==> src/dataflash_command_framer_defines.svh <==
// Assertion macros shared by the command framer modules.
`ifndef DATAFLASH_COMMAND_FRAMER_DEFINES_SVH
`define DATAFLASH_COMMAND_FRAMER_DEFINES_SVH

`ifndef NO_ASSERTIONS

// Same-cycle implication, disabled while reset is asserted.
`define DCF_ASSERT_IMP(lbl, clk, rstn, ante, cons) \
  lbl: assert property (@(posedge clk) disable iff (!(rstn)) (ante) |-> (cons)) \
    else $error("dcf assertion failed");

// Next-cycle implication, disabled while reset is asserted.
`define DCF_ASSERT_NXT(lbl, clk, rstn, ante, cons) \
  lbl: assert property (@(posedge clk) disable iff (!(rstn)) (ante) |=> (cons)) \
    else $error("dcf assertion failed");

`else

`define DCF_ASSERT_IMP(lbl, clk, rstn, ante, cons)
`define DCF_ASSERT_NXT(lbl, clk, rstn, ante, cons)

`endif

`endif

==> src/dcf_pkg.sv <==
`timescale 1ns / 1ps
package dcf_pkg;

  typedef enum logic [2:0] {
    REQ_PAGE_TO_BUF  = 3'd0,
    REQ_BUF_TO_PAGE  = 3'd1,
    REQ_PAGE_ERASE   = 3'd2,
    REQ_BLOCK_ERASE  = 3'd3,
    REQ_BUF_WRITE    = 3'd4,
    REQ_BUF_READ     = 3'd5
  } dcf_req_e;

  localparam logic [7:0] OP_PAGE_TO_BUF1 = 8'h53;
  localparam logic [7:0] OP_PAGE_TO_BUF2 = 8'h55;
  localparam logic [7:0] OP_BUF1_TO_PAGE = 8'h83;
  localparam logic [7:0] OP_BUF2_TO_PAGE = 8'h86;
  localparam logic [7:0] OP_PAGE_ERASE   = 8'h81;
  localparam logic [7:0] OP_BLOCK_ERASE  = 8'h50;
  localparam logic [7:0] OP_BUF1_WRITE   = 8'h84;
  localparam logic [7:0] OP_BUF2_WRITE   = 8'h87;
  localparam logic [7:0] OP_BUF1_READ    = 8'hD4;
  localparam logic [7:0] OP_BUF2_READ    = 8'hD6;
  localparam logic [7:0] PAD_BYTE        = 8'h00;

  localparam int unsigned MaxFrameBytes = 6;
  localparam int unsigned IdxW          = 3;

  // One complete command frame as handed from the front end to the back end.
  typedef struct packed {
    logic [MaxFrameBytes-1:0][7:0] bytes;
    logic [IdxW-1:0]               last_idx;
    logic                          poll;
    logic                          capture;
  } dcf_frame_t;

endpackage

==> src/dcf_front.sv <==
`timescale 1ns / 1ps
`include "dataflash_command_framer_defines.svh"
module dcf_front (
  input  logic                clk_i,
  input  logic                rst_ni,
  input  logic                cfg_we_i,
  input  logic                cfg_data_i,
  input  logic                in_valid_i,
  output logic                in_ready_o,
  input  logic [2:0]          req_type_i,
  input  logic                buffer_select_i,
  input  logic [12:0]         address_i,
  input  logic [7:0]          write_data_i,
  input  logic                wait_after_i,
  output logic                frame_valid_o,
  input  logic                frame_ready_i,
  output dcf_pkg::dcf_frame_t frame_o
);

  logic                page512_q;
  logic                frame_valid_q, frame_valid_d;
  dcf_pkg::dcf_frame_t frame_q;
  dcf_pkg::dcf_frame_t frame_build;
  logic                legal;
  logic                accept;
  logic [7:0]          page_hi;
  logic [7:0]          page_lo;
  logic [7:0]          off_hi;

  assign in_ready_o    = !frame_valid_q || frame_ready_i;
  assign accept        = in_valid_i && in_ready_o;
  assign frame_valid_o = frame_valid_q;
  assign frame_o       = frame_q;

  // Page addresses straddle two bytes; the split depends on the page size.
  always_comb begin
    if (page512_q) begin
      page_hi = {2'b00, address_i[12:7]};
      page_lo = {address_i[6:0], 1'b0};
    end else begin
      page_hi = {1'b0, address_i[12:6]};
      page_lo = {address_i[5:0], 2'b00};
    end
    off_hi = {3'b000, address_i[12:8]};
  end

  always_comb begin
    legal                = 1'b1;
    frame_build.bytes    = '0;
    frame_build.last_idx = dcf_pkg::IdxW'(3);
    frame_build.poll     = 1'b1;
    frame_build.capture  = 1'b0;
    frame_build.bytes[1] = page_hi;
    frame_build.bytes[2] = page_lo;
    frame_build.bytes[3] = dcf_pkg::PAD_BYTE;
    case (req_type_i)
      dcf_pkg::REQ_PAGE_TO_BUF: begin
        frame_build.bytes[0] = buffer_select_i ? dcf_pkg::OP_PAGE_TO_BUF2
                                               : dcf_pkg::OP_PAGE_TO_BUF1;
      end
      dcf_pkg::REQ_BUF_TO_PAGE: begin
        frame_build.bytes[0] = buffer_select_i ? dcf_pkg::OP_BUF2_TO_PAGE
                                               : dcf_pkg::OP_BUF1_TO_PAGE;
        frame_build.poll     = wait_after_i;
      end
      dcf_pkg::REQ_PAGE_ERASE: begin
        frame_build.bytes[0] = dcf_pkg::OP_PAGE_ERASE;
      end
      dcf_pkg::REQ_BLOCK_ERASE: begin
        frame_build.bytes[0] = dcf_pkg::OP_BLOCK_ERASE;
      end
      dcf_pkg::REQ_BUF_WRITE: begin
        frame_build.bytes[0] = buffer_select_i ? dcf_pkg::OP_BUF2_WRITE
                                               : dcf_pkg::OP_BUF1_WRITE;
        frame_build.bytes[1] = dcf_pkg::PAD_BYTE;
        frame_build.bytes[2] = off_hi;
        frame_build.bytes[3] = address_i[7:0];
        frame_build.bytes[4] = write_data_i;
        frame_build.last_idx = dcf_pkg::IdxW'(4);
        frame_build.poll     = 1'b0;
      end
      dcf_pkg::REQ_BUF_READ: begin
        frame_build.bytes[0] = buffer_select_i ? dcf_pkg::OP_BUF2_READ
                                               : dcf_pkg::OP_BUF1_READ;
        frame_build.bytes[1] = dcf_pkg::PAD_BYTE;
        frame_build.bytes[2] = off_hi;
        frame_build.bytes[3] = address_i[7:0];
        frame_build.bytes[4] = dcf_pkg::PAD_BYTE;
        frame_build.bytes[5] = dcf_pkg::PAD_BYTE;
        frame_build.last_idx = dcf_pkg::IdxW'(5);
        frame_build.poll     = 1'b0;
        frame_build.capture  = 1'b1;
      end
      default: begin
        // Undefined request codes are taken and dropped without a frame.
        legal = 1'b0;
      end
    endcase
  end

  always_comb begin
    frame_valid_d = frame_valid_q && !frame_ready_i;
    if (accept) begin
      frame_valid_d = legal;
    end
  end

  always_ff @(posedge clk_i or negedge rst_ni) begin
    if (!rst_ni) begin
      page512_q     <= 1'b0;
      frame_valid_q <= 1'b0;
    end else begin
      if (cfg_we_i) begin
        page512_q <= cfg_data_i;
      end
      frame_valid_q <= frame_valid_d;
    end
  end

  always_ff @(posedge clk_i) begin
    if (accept) begin
      frame_q <= frame_build;
    end
  end

  `DCF_ASSERT_NXT(a_front_hold, clk_i, rst_ni, frame_valid_q && !frame_ready_i, frame_valid_q)
  `DCF_ASSERT_NXT(a_front_stable, clk_i, rst_ni, frame_valid_q && !frame_ready_i, $stable(frame_q))

endmodule

==> src/dcf_fifo.sv <==
`timescale 1ns / 1ps
`include "dataflash_command_framer_defines.svh"
module dcf_fifo #(
  parameter int unsigned Depth = 2
) (
  input  logic                clk_i,
  input  logic                rst_ni,
  input  logic                push_valid_i,
  output logic                push_ready_o,
  input  dcf_pkg::dcf_frame_t push_data_i,
  output logic                pop_valid_o,
  input  logic                pop_ready_i,
  output dcf_pkg::dcf_frame_t pop_data_o
);

  localparam int unsigned PtrW = (Depth > 1) ? $clog2(Depth) : 1;
  localparam int unsigned CntW = $clog2(Depth + 1);

  dcf_pkg::dcf_frame_t mem_q [Depth];
  logic [PtrW-1:0]     wr_ptr_q, wr_ptr_d;
  logic [PtrW-1:0]     rd_ptr_q, rd_ptr_d;
  logic [CntW-1:0]     count_q, count_d;
  logic                push;
  logic                pop;

  assign push_ready_o = (count_q != CntW'(Depth));
  assign pop_valid_o  = (count_q != '0);
  assign pop_data_o   = mem_q[rd_ptr_q];
  assign push         = push_valid_i && push_ready_o;
  assign pop          = pop_valid_o && pop_ready_i;

  always_comb begin
    wr_ptr_d = wr_ptr_q;
    rd_ptr_d = rd_ptr_q;
    count_d  = count_q;
    if (push) begin
      wr_ptr_d = (wr_ptr_q == PtrW'(Depth - 1)) ? '0 : wr_ptr_q + PtrW'(1);
    end
    if (pop) begin
      rd_ptr_d = (rd_ptr_q == PtrW'(Depth - 1)) ? '0 : rd_ptr_q + PtrW'(1);
    end
    if (push && !pop) begin
      count_d = count_q + CntW'(1);
    end else if (pop && !push) begin
      count_d = count_q - CntW'(1);
    end
  end

  always_ff @(posedge clk_i or negedge rst_ni) begin
    if (!rst_ni) begin
      wr_ptr_q <= '0;
      rd_ptr_q <= '0;
      count_q  <= '0;
    end else begin
      wr_ptr_q <= wr_ptr_d;
      rd_ptr_q <= rd_ptr_d;
      count_q  <= count_d;
    end
  end

  always_ff @(posedge clk_i) begin
    if (push) begin
      mem_q[wr_ptr_q] <= push_data_i;
    end
  end

  `DCF_ASSERT_IMP(a_fifo_bound, clk_i, rst_ni, 1'b1, count_q <= CntW'(Depth))

endmodule

==> src/dcf_back.sv <==
`timescale 1ns / 1ps
`include "dataflash_command_framer_defines.svh"
module dcf_back (
  input  logic                clk_i,
  input  logic                rst_ni,
  input  logic                frame_valid_i,
  output logic                frame_ready_o,
  input  dcf_pkg::dcf_frame_t frame_i,
  output logic                out_valid_o,
  input  logic                out_ready_i,
  output logic [7:0]          tx_byte_o,
  output logic                capture_rx_o,
  output logic                poll_busy_o,
  output logic                last_byte_o
);

  dcf_pkg::dcf_frame_t         cur_q;
  logic                        cur_valid_q, cur_valid_d;
  logic [dcf_pkg::IdxW-1:0]    idx_q, idx_d;
  logic                        out_valid_q, out_valid_d;
  logic [7:0]                  tx_q;
  logic                        cap_q, poll_q, last_q;
  logic                        advance;
  logic                        at_last;
  logic                        load;

  // The output word register frees up whenever the sink takes its word.
  assign advance       = !out_valid_q || out_ready_i;
  assign at_last       = (idx_q == cur_q.last_idx);
  assign frame_ready_o = !cur_valid_q || (advance && at_last);
  assign load          = frame_valid_i && frame_ready_o;

  assign out_valid_o  = out_valid_q;
  assign tx_byte_o    = tx_q;
  assign capture_rx_o = cap_q;
  assign poll_busy_o  = poll_q;
  assign last_byte_o  = last_q;

  always_comb begin
    cur_valid_d = cur_valid_q;
    idx_d       = idx_q;
    out_valid_d = out_valid_q;
    if (advance) begin
      out_valid_d = cur_valid_q;
      if (cur_valid_q) begin
        if (at_last) begin
          cur_valid_d = 1'b0;
        end else begin
          idx_d = idx_q + dcf_pkg::IdxW'(1);
        end
      end
    end
    if (load) begin
      cur_valid_d = 1'b1;
      idx_d       = '0;
    end
  end

  always_ff @(posedge clk_i or negedge rst_ni) begin
    if (!rst_ni) begin
      cur_valid_q <= 1'b0;
      idx_q       <= '0;
      out_valid_q <= 1'b0;
    end else begin
      cur_valid_q <= cur_valid_d;
      idx_q       <= idx_d;
      out_valid_q <= out_valid_d;
    end
  end

  always_ff @(posedge clk_i) begin
    if (load) begin
      cur_q <= frame_i;
    end
    if (advance && cur_valid_q) begin
      tx_q   <= cur_q.bytes[idx_q];
      last_q <= at_last;
      poll_q <= at_last && cur_q.poll;
      cap_q  <= at_last && cur_q.capture;
    end
  end

  `DCF_ASSERT_IMP(a_back_poll_last, clk_i, rst_ni, out_valid_q && poll_q, last_q)
  `DCF_ASSERT_IMP(a_back_cap_last, clk_i, rst_ni, out_valid_q && cap_q, last_q)
  `DCF_ASSERT_IMP(a_back_idx_range, clk_i, rst_ni, cur_valid_q, idx_q <= cur_q.last_idx)

endmodule

==> src/dataflash_command_framer.sv <==
`timescale 1ns / 1ps
// Serial-flash command framer. Each request word becomes a frame of four to six
// output words, one per frame byte: page transfers and erases give four, a buffer
// write five and a buffer read six. The back end sends one byte per clock while
// the sink keeps ready high and a frame is queued, and frames follow one another
// with no gap; the single byte output register of the back end sets that rate.
// The front end registers and classifies requests into a short frame queue, so
// new requests are taken while earlier frames are still going out. Undefined
// request codes are accepted and give no output. The page size register may be
// written only while the block is idle.
module dataflash_command_framer #(
  parameter int unsigned QueueDepth = 2
) (
  input  logic        clk_i,
  input  logic        rst_ni,
  input  logic        cfg_we_i,
  input  logic        cfg_data_i,
  input  logic        in_valid_i,
  output logic        in_ready_o,
  input  logic [2:0]  req_type_i,
  input  logic        buffer_select_i,
  input  logic [12:0] address_i,
  input  logic [7:0]  write_data_i,
  input  logic        wait_after_i,
  output logic        out_valid_o,
  input  logic        out_ready_i,
  output logic [7:0]  tx_byte_o,
  output logic        capture_rx_o,
  output logic        poll_busy_o,
  output logic        last_byte_o
);

  dcf_pkg::dcf_frame_t front_frame;
  dcf_pkg::dcf_frame_t queue_frame;
  logic                front_valid, front_ready;
  logic                queue_valid, queue_ready;

  dcf_front u_front (
    .clk_i           (clk_i),
    .rst_ni          (rst_ni),
    .cfg_we_i        (cfg_we_i),
    .cfg_data_i      (cfg_data_i),
    .in_valid_i      (in_valid_i),
    .in_ready_o      (in_ready_o),
    .req_type_i      (req_type_i),
    .buffer_select_i (buffer_select_i),
    .address_i       (address_i),
    .write_data_i    (write_data_i),
    .wait_after_i    (wait_after_i),
    .frame_valid_o   (front_valid),
    .frame_ready_i   (front_ready),
    .frame_o         (front_frame)
  );

  dcf_fifo #(
    .Depth (QueueDepth)
  ) u_fifo (
    .clk_i        (clk_i),
    .rst_ni       (rst_ni),
    .push_valid_i (front_valid),
    .push_ready_o (front_ready),
    .push_data_i  (front_frame),
    .pop_valid_o  (queue_valid),
    .pop_ready_i  (queue_ready),
    .pop_data_o   (queue_frame)
  );

  dcf_back u_back (
    .clk_i         (clk_i),
    .rst_ni        (rst_ni),
    .frame_valid_i (queue_valid),
    .frame_ready_o (queue_ready),
    .frame_i       (queue_frame),
    .out_valid_o   (out_valid_o),
    .out_ready_i   (out_ready_i),
    .tx_byte_o     (tx_byte_o),
    .capture_rx_o  (capture_rx_o),
    .poll_busy_o   (poll_busy_o),
    .last_byte_o   (last_byte_o)
  );

endmodule
==> config.mk <==
export PLATFORM = sky130hd
export DESIGN_NAME = dataflash_command_framer
export DESIGN_NICKNAME = d
export VERILOG_FILES = /design/src/dcf_pkg.sv /design/src/dcf_front.sv /design/src/dcf_fifo.sv /design/src/dcf_back.sv /design/src/dataflash_command_framer.sv
export VERILOG_INCLUDE_DIRS = /design/src /design/src/src
export SDC_FILE = /design/constraint.sdc
export NUM_CORES = 1
export LEC_CHECK = 0
export BUFFER_PORTS_ARGS = -buffer_cell sky130_fd_sc_hd__buf_2
export CAP_MARGIN = 0
export CORE_UTILIZATION = 60
export DETAILED_ROUTE_END_ITERATION = 16
export PLACE_DENSITY = 0.83
export SETUP_SLACK_MARGIN = 0.1
export SYNTH_ARGS = -nofsm -noshare
export SYNTH_HDL_FRONTEND = slang
export SYNTH_SLANG_ARGS = --single-unit
export TNS_END_PERCENT = 5
==> constraint.sdc <==
create_clock -name clk_i -period 6.6 [get_ports clk_i]
set_input_delay 1.32 -clock clk_i [delete_from_list [all_inputs] [get_ports clk_i]]
set_output_delay 1.32 -clock clk_i [all_outputs]
set_load 0.01 [all_outputs]
==> summary.md, run 1 <==
| Metric | Value |
|---|---|
| Status | complete, no violations |
| Clk_lat worst skew | 430 ps |
| Worst Path Required | 6660 ps |
| Worst-case reg-to-reg path depth | 5 |
| Synth area leader | edfxtp_1 |
| CP Capture Type | flop |
| Setup TNS | 0 ps |
| DIE AREA | 12300 um2 |
| Share of cells above drive strength 1 | 0.265 |
| Yosys warns | 0 |
| Initial Utilization | 0.619 |
| Highest clock rate | 350 MHz |
| Avg Cell Area, Syn | 17.7 um2 |
| Fin crit period | 2860 ps |
| PwrDens | 440 nW/um2 |
| Synthesized area | 7100 um2 |
| Via count | 3329 |
| Number of global-route vias before repair | 3531 |
| Final setup viols | 0 |
| Core area | 11500 um2 |
| WHS Path Cells | 0 |
| Post-synthesis async set-or-reset flop share | 0.0591 |
| Worst reg2reg setup slack | 3930 ps |
| Worst Skew | 6.47 ps |
| # IOs | 45 |
| Static Leak | 2.94 nW |
| Cts hold-fix bufs | 0 |
| Reg2reg start | u_back.idx_q[1] |
| Crit path max fanout | 41 |
| Xor/xnor share of the synthesized area | 0.0134 |
| Main flop type after synthesis | edfxtp_1 |
| Synth Area in Adders | 0.00352 |
| Fin crit share | 0.433 |
| Total CTS buffers | 17 |
| Post-layout util | 0.701 |
| Top cells by area, synth | edfxtp_1 74%, mux2_2 6.7%, dfrtp_1 3.9%, mux2i_1 2.0%, nor2_1 1.2% |
| Hold EP | u_fifo.mem_q[1][21] |
| Antenna violations before repair | 0 |
| Fin. max-slew vios | 0 |
| Most common cell after layout, fill and taps aside | edfxtp_1 |
| Die Span Y | 111 um |
| Area Overhead vs Synth | 13.2% |
| Relative slew slack | 0.193 |
| Overall Global Routing Usage | 0.195 |
| Syn Inst Count | 401 |
| Max rail drop VDD | 0.383 mV |
| Most frequent cells in the layout | 175 x edfxtp_1, 44 x buf_2, 42 x mux2_2 |
| Root buf cell | clkbuf_16 |
| Netlist cell types | 37 |
| WL/cell | 18.1 um |
| Final hold vios | 0 |
| IO buf count | 44 |
| Drt via density | 5.55 |
| Placement row count | 39 |
| Post-synthesis simple-gate area fraction | 0.0560 |
| Hold Crit Start | u_front.frame_o[21] |
| Synth Register Bits | 186 |
| Compound-gate portion of the synthesized area | 0.0264 |
| Post-synth top area share | 0.740 |
| First-pass GRT wire length | 17.6 mm |
| Die Span X | 111 um |
| RSZ-0062 raised after global routing | no |
| Worst slew pin tran | 1210 ps |
| Final-stage net count | 478 |
| WS Path Type | in -> reg |
| Hpwl dp | 6.66 mm |
| Starting DRT DRC Count | 220 |
| Routability cong. | 0.762 |
| Antenna-violating nets left | 0 |
| # DRC | 0 |
| Post-synth EDFFs | 175 |
| H-tree Lvls | 4 |
| Hold Crit Class | reg -> reg |
| Clock tree buffer depth | 2 |
| Post-synthesis sequential area ratio | 0.779 |
| Critical path startpoint category | input port |
| Main combinational cell family by area after synthesis | multiplexers |
| CTS resizes | 0 |
| Drt pass-1 iters | 5 |
| GR Overflow Total | 0 |
| Largest net degree at the start of global routing | 43 |
| Ant. Diodes | 0 |
| Post-Syn Nets | 435 |
| Reg-to-Reg End | u_back.cur_q[33] |
| Drt total wl | 10.8 mm |
| TritonCTS clock tree | yes |
| Clk pin slew, worst setup/hold paths | 60 ps |
| CP arrival | 2920 ps |
| Setup Fix Bufs, Post-CTS | 0 |
| Max_cap viols | 0 |
| Mux cell area share after synthesis | 0.103 |
| Clock sinks | 186 |
-- worst max-delay path, stage by stage --
cell and delay (ps):
buf_2 70, nand2b_1 260, or4b_4 520, a21o_1 240, inv_1 70, buf_4 420
-- metal layers --
layer  up-vias  track usage  routed length (um)
met5         -            0                   0
met4         0       0.0836                 153
met3        10       0.0601                 559
met2        85        0.332                5590
met1      1640        0.231                4530
li1       1594            -                   -
-- worst max path at each step --
stage | from | endpoint | slack [ps] | cells after the start
floorplan | out_ready_i | u_back.cur_q[0] | 3030 | 5
global placement | out_ready_i | u_back.cur_q[27] | 3360 | 6
detailed placement | out_ready_i | u_back.cur_q[33] | 3300 | 6
CTS | out_ready_i | u_back.cur_q[33] | 3740 | 6
global route | out_ready_i | u_back.cur_q[33] | 3630 | 6
finish | out_ready_i | u_back.cur_q[33] | 3740 | 6
-- synthesized netlist by cell type, types with 4 or more instances --
master / instances
and3_1: 10
nand2_1: 18
o21ai_0: 9
edfxtp_1: 175
a21oi_1: 5
o22ai_1: 6
xor2_1: 6
nand3_1: 4
inv_1: 11
clkbuf_1: 16
nor2_1: 23
mux2i_1: 14
and2_1: 13
mux2_2: 42
dfrtp_1: 11
-- power by group --
part / leakage, nW / internal [W] / switching (W)
Sequential: 1.78 / 0.00170 / 0.000139
Combinational: 0.872 / 0.000299 / 0.000379
Clock: 0.290 / 0.000626 / 0.000402
-- cell families (layout without fill, tap and decap cells) --
logic type | count (synthesis) | after routing
AND/OR/NAND/NOR | 79 | 79
flip-flops | 186 | 186
multiplexers | 61 | 61
buffers and inverters | 33 | 89
XOR/XNOR | 10 | 10
adder cells (fa/ha/maj) | 2 | 2
AO/OA/AOI/OAI | 30 | 30
-- sequential cells by signal, summed over array words and instances (netlist names) --
signal and cells:
u_back.capture_rx_o 1, u_back.idx_q 3, u_fifo.wr_ptr_q 1, u_back.poll_busy_o 1
u_front.page512_q 1, u_fifo.count_q 2, u_back.tx_byte_o 8, u_back.last_byte_o 1
u_fifo.mem_q 82, u_front.frame_valid_o 1, u_back.out_valid_o 1, u_back.cur_q 41
u_back.cur_valid_q 1, u_fifo.rd_ptr_q 1, u_front.frame_o 41
-- cell type report --
class	instances	area (um2)
multi-input combinational	182	1450
clock buffer	17	425
clock inverter	15	180
tap	143	179
timing repair buffer	46	235
fill	709	3430
inverter	11	41.3
sequential	186	5530
-- metrics by stage --
step	std cells	instance area [um2]	setup WS [ps]	power, W	hold WS (ps)
6_report	600	8040	3740	0.00354	445
5_1_grt	600	8040	3630	0.00371	455
4_1_cts	600	8040	3740	0.00357	445
3_5_place_dp	568	7430	3300	0.00255	430
3_3_place_gp	568	7430	3360	0.00250	422
2_1_floorplan	401	7100	3030	0.00234	421
(Power assumes the default switching activity.)
==> inputs of run 2 (changes only) <==
- ABC_AREA: unset -> 1
- clock period: 6.6 -> 2.9 ns (I/O delays scaled with it)
==> summary.md, run 2 <==
| Metric | Value |
|---|---|
| Via count | 4117 (was 3329) |
| H-tree Lvls | 4 (unchanged) |
| Drt pass-1 iters | 5 (unchanged) |
| IO buf count | 44 (unchanged) |
| Share of cells above drive strength 1 | 0.190 (was 0.265) |
| Worst path max stage delay | 550 ps (was 520 ps) |
| Die Span X | 112 um (was 111 um) |
| # IOs | 45 (unchanged) |
| DIE AREA | 12600 um2 (was 12300 um2) |
| Yosys warns | 0 (unchanged) |
| Most frequent cells in the layout | 177 x nand2_1, 175 x edfxtp_1, 44 x buf_2 (was 175 x edfxtp_1, 44 x buf_2, 42 x mux2_2) |
| Hold Crit Class | in -> async (was reg -> reg) |
| Drt via density | 5.33 (was 5.55) |
| Total CTS buffers | 17 (unchanged) |
| Drt total wl | 12.2 mm (was 10.8 mm) |
| Synth area leader | edfxtp_1 (unchanged) |
| Max rail drop VDD | 0.524 mV (was 0.383 mV) |
| Antenna violations before repair | 0 (unchanged) |
| PwrDens | 1020 nW/um2 (was 440 nW/um2) |
| Final-stage net count | 651 (was 478) |
| Clk_lat worst skew | 430 ps (about the same) |
| CP top delay family | buffers and inverters (was simple AND/OR/NAND/NOR gates) |
| Netlist cell types | 33 (was 37) |
| Crit-path cells | inv_2 -> nand2_2 -> nand2_2 -> nand3_4 -> nand2_2 -> nand2_2 -> inv_1 -> buf_4 (was buf_2 -> nand2b_1 -> or4b_4 -> a21o_1 -> inv_1 -> buf_4) |
| # DRC | 0 (unchanged) |
| Most common cell after layout, fill and taps aside | nand2_1 (was edfxtp_1) |
| Most frequent cells after synthesis | 177 x nand2_1, 175 x edfxtp_1, 43 x inv_1, 39 x nor2_1, 21 x o21ai_0 (was 175 x edfxtp_1, 42 x mux2_2, 23 x nor2_1, 18 x nand2_1, 16 x clkbuf_1) |
| First-pass GRT wire length | 19.7 mm (was 17.6 mm) |
| Clock tree buffer depth | 2 (unchanged) |
| Status | complete, no violations (unchanged) |
| Reg-to-Reg End | u_back.cur_q[24] (was u_back.cur_q[33]) |
| GR Overflow Total | 0 (unchanged) |
| Antenna-violating nets left | 0 (unchanged) |
| Root buf cell | clkbuf_16 (unchanged) |
| CP arrival | 2240 ps (was 2920 ps) |
| WS Path Type | reg -> reg (was in -> reg) |
| Relative slew slack | 0.474 (was 0.193) |
| Starting DRT DRC Count | 337 (was 220) |
| Worst reg2reg setup slack | 720 ps (was 3930 ps) |
| Max_cap viols | 0 (unchanged) |
| Final setup viols | 0 (unchanged) |
| Power Total | 0.00835 W (was 0.00354 W) |
| Core area | 11700 um2 (was 11500 um2) |
| WL/cell | 15.8 um (was 18.1 um) |
| Largest register FFs | 82 (unchanged) |
| Area Overhead vs Synth | 12.2% (was 13.2%) |
| Fin crit share | 0.751 |
| Clock sinks | 186 (unchanged) |
| Post-synth EDFFs | 175 (unchanged) |
| Ant. Diodes | 0 (unchanged) |
| Synthesized area | 7310 um2 (was 7100 um2) |
| Hpwl dp | 8.23 mm (was 6.66 mm) |
| CTS resizes | 0 (unchanged) |
| CP Capture Type | flop (unchanged) |
| Routability cong. | 0.820 (was 0.762) |
| Reg2reg start | u_back.idx_q[0] (was u_back.idx_q[1]) |
| Top-count cell post-synth | nand2_1 (was edfxtp_1) |
| Post-Syn Nets | 598 (was 435) |
| Setup Fix Bufs, Post-CTS | 0 (unchanged) |
| Overall Global Routing Usage | 0.215 (was 0.195) |
| Post-synth top area share | 0.719 (was 0.740) |
| Post-synthesis async set-or-reset flop share | 0.0591 (unchanged) |
| Placement row count | 39 (unchanged) |
| Worst Skew | 11.0 ps (was 6.47 ps) |
| CP bufs+invs | 3 (unchanged) |
| Setup TNS | 0 ps (unchanged) |
| Post-synthesis sequential area ratio | 0.757 (was 0.779) |
| Worst slew pin tran | 780 ps (was 1210 ps) |
| Initial Utilization | 0.627 (was 0.619) |
| Fin crit period | 2180 ps |
| Synth Register Bits | 186 (unchanged) |
| Die Span Y | 112 um (was 111 um) |
| Worst Path Required | 2960 ps (was 6660 ps) |
| Highest clock rate | 459 MHz |
| Top cells by area, synth | edfxtp_1 72%, nand2_1 9.1%, dfrtp_1 3.8%, inv_1 2.2%, nor2_1 2.0% (was edfxtp_1 74%, mux2_2 6.7%, dfrtp_1 3.9%, mux2i_1 2.0%, nor2_1 1.2%) |
| Number of global-route vias before repair | 3967 (was 3531) |
| Largest Register | u_fifo.mem_q (unchanged) |
| Cts hold-fix bufs | 0 (unchanged) |
| Main flop type after synthesis | edfxtp_1 (unchanged) |
| Fin. max-slew vios | 0 (unchanged) |
| Clk pin slew, worst setup/hold paths | 60 ps (about the same) |
| Critical path startpoint category | flop (was input port) |
| CP max-delay cell | dfrtp_1 (was or4b_4) |
| RSZ-0062 raised after global routing | no (unchanged) |
| Largest net degree at the start of global routing | 42 (was 43) |
| Avg Cell Area, Syn | 13.0 um2 (was 17.7 um2) |
| TritonCTS clock tree | yes (unchanged) |
| Crit path max fanout | 41 (unchanged) |
| Syn Inst Count | 564 (was 401) |
| Worst-case reg-to-reg path depth | 8 (was 5) |
| Final hold vios | 0 (unchanged) |
| Static Leak | 3.31 nW (was 2.94 nW) |
| Most frequent CP cell | nand2_2 |
[run 2: cell types whose count changed in the layout (fill, tap and decap cells not counted), moves of 14 or more]
| cell | change |
|---|---|
| mux2i_1 | -14 |
| mux2_2 | -42 |
| inv_1 | +32 |
| nand2_1 | +159 |
| nor2_1 | +15 |
[run 2: metrics by stage]
stage	cell area, um2	setup WS (ps)	hold slack, ps	cells	utilization
after floorplan	7310	123	284	564	-
after global placement	7670	828	425	741	0.658
after detailed placement	7670	722	430	741	0.658
after CTS	8200	718	52.7	773	0.703
after global routing	8200	547	59.2	773	0.703
final	8200	723	56.2	773	0.703
[run 2: cells by family (layout without fill, tap and decap cells)]
kind of cell | after synthesis | count (layout) | share of synthesized area
AND/OR/NAND/NOR | 260 | 260 | 0.158
flip-flops | 186 | 186 | 0.757
buffers and inverters | 67 | 133 | 0.0409
AO/OA/AOI/OAI | 44 | 44 | 0.0348
XOR/XNOR | 5 | 5 | 0.00599
adder cells (fa/ha/maj) | 2 | 2 | 0.00342
[run 2: layer usage]
metal	track usage	up-vias	wire, um
met5	0	-	0
met4	0.109	0	304
met3	0.0540	25	503
met2	0.339	127	6020
met1	0.281	1960	5370
li1	-	2005	-
[run 2: worst max path at each step]
stage	startpoint	to	slack (ps)	depth (start not counted)
floorplan	u_fifo.count_q[1]	u_fifo.mem_q[1][0]	120	3
global placement	u_back.idx_q[0]	u_back.cur_q[22]	830	8
detailed placement	u_back.idx_q[0]	u_back.cur_q[31]	720	8
CTS	u_back.idx_q[0]	u_back.cur_q[24]	720	8
global route	u_back.idx_q[0]	u_fifo.count_q[1]	550	10
finish	u_back.idx_q[0]	u_back.cur_q[24]	720	8
[run 2: worst register-to-register path, stage by stage, from the launching register on]
cell	delay [ps]
dfrtp_1	550
inv_2	290
nand2_2	80
nand2_2	90
nand3_4	100
nand2_2	120
nand2_2	80
inv_1	60
buf_4	420
[run 2: report_power, final]
group,internal [W],switching [W]
sequential,0.00406,0.000339
combinational,0.000547,0.00137
clock,0.00109,0.000950
[run 2: final cells by class]
type	count	area (um2)
Multi-Input combinational cell	311	1490
Inverter	49	191
Sequential cell	186	5530
Timing Repair Buffer	52	280
Fill cell	738	3460
Clock inverter	15	101
Clock buffer	17	425
Tap cell	143	179
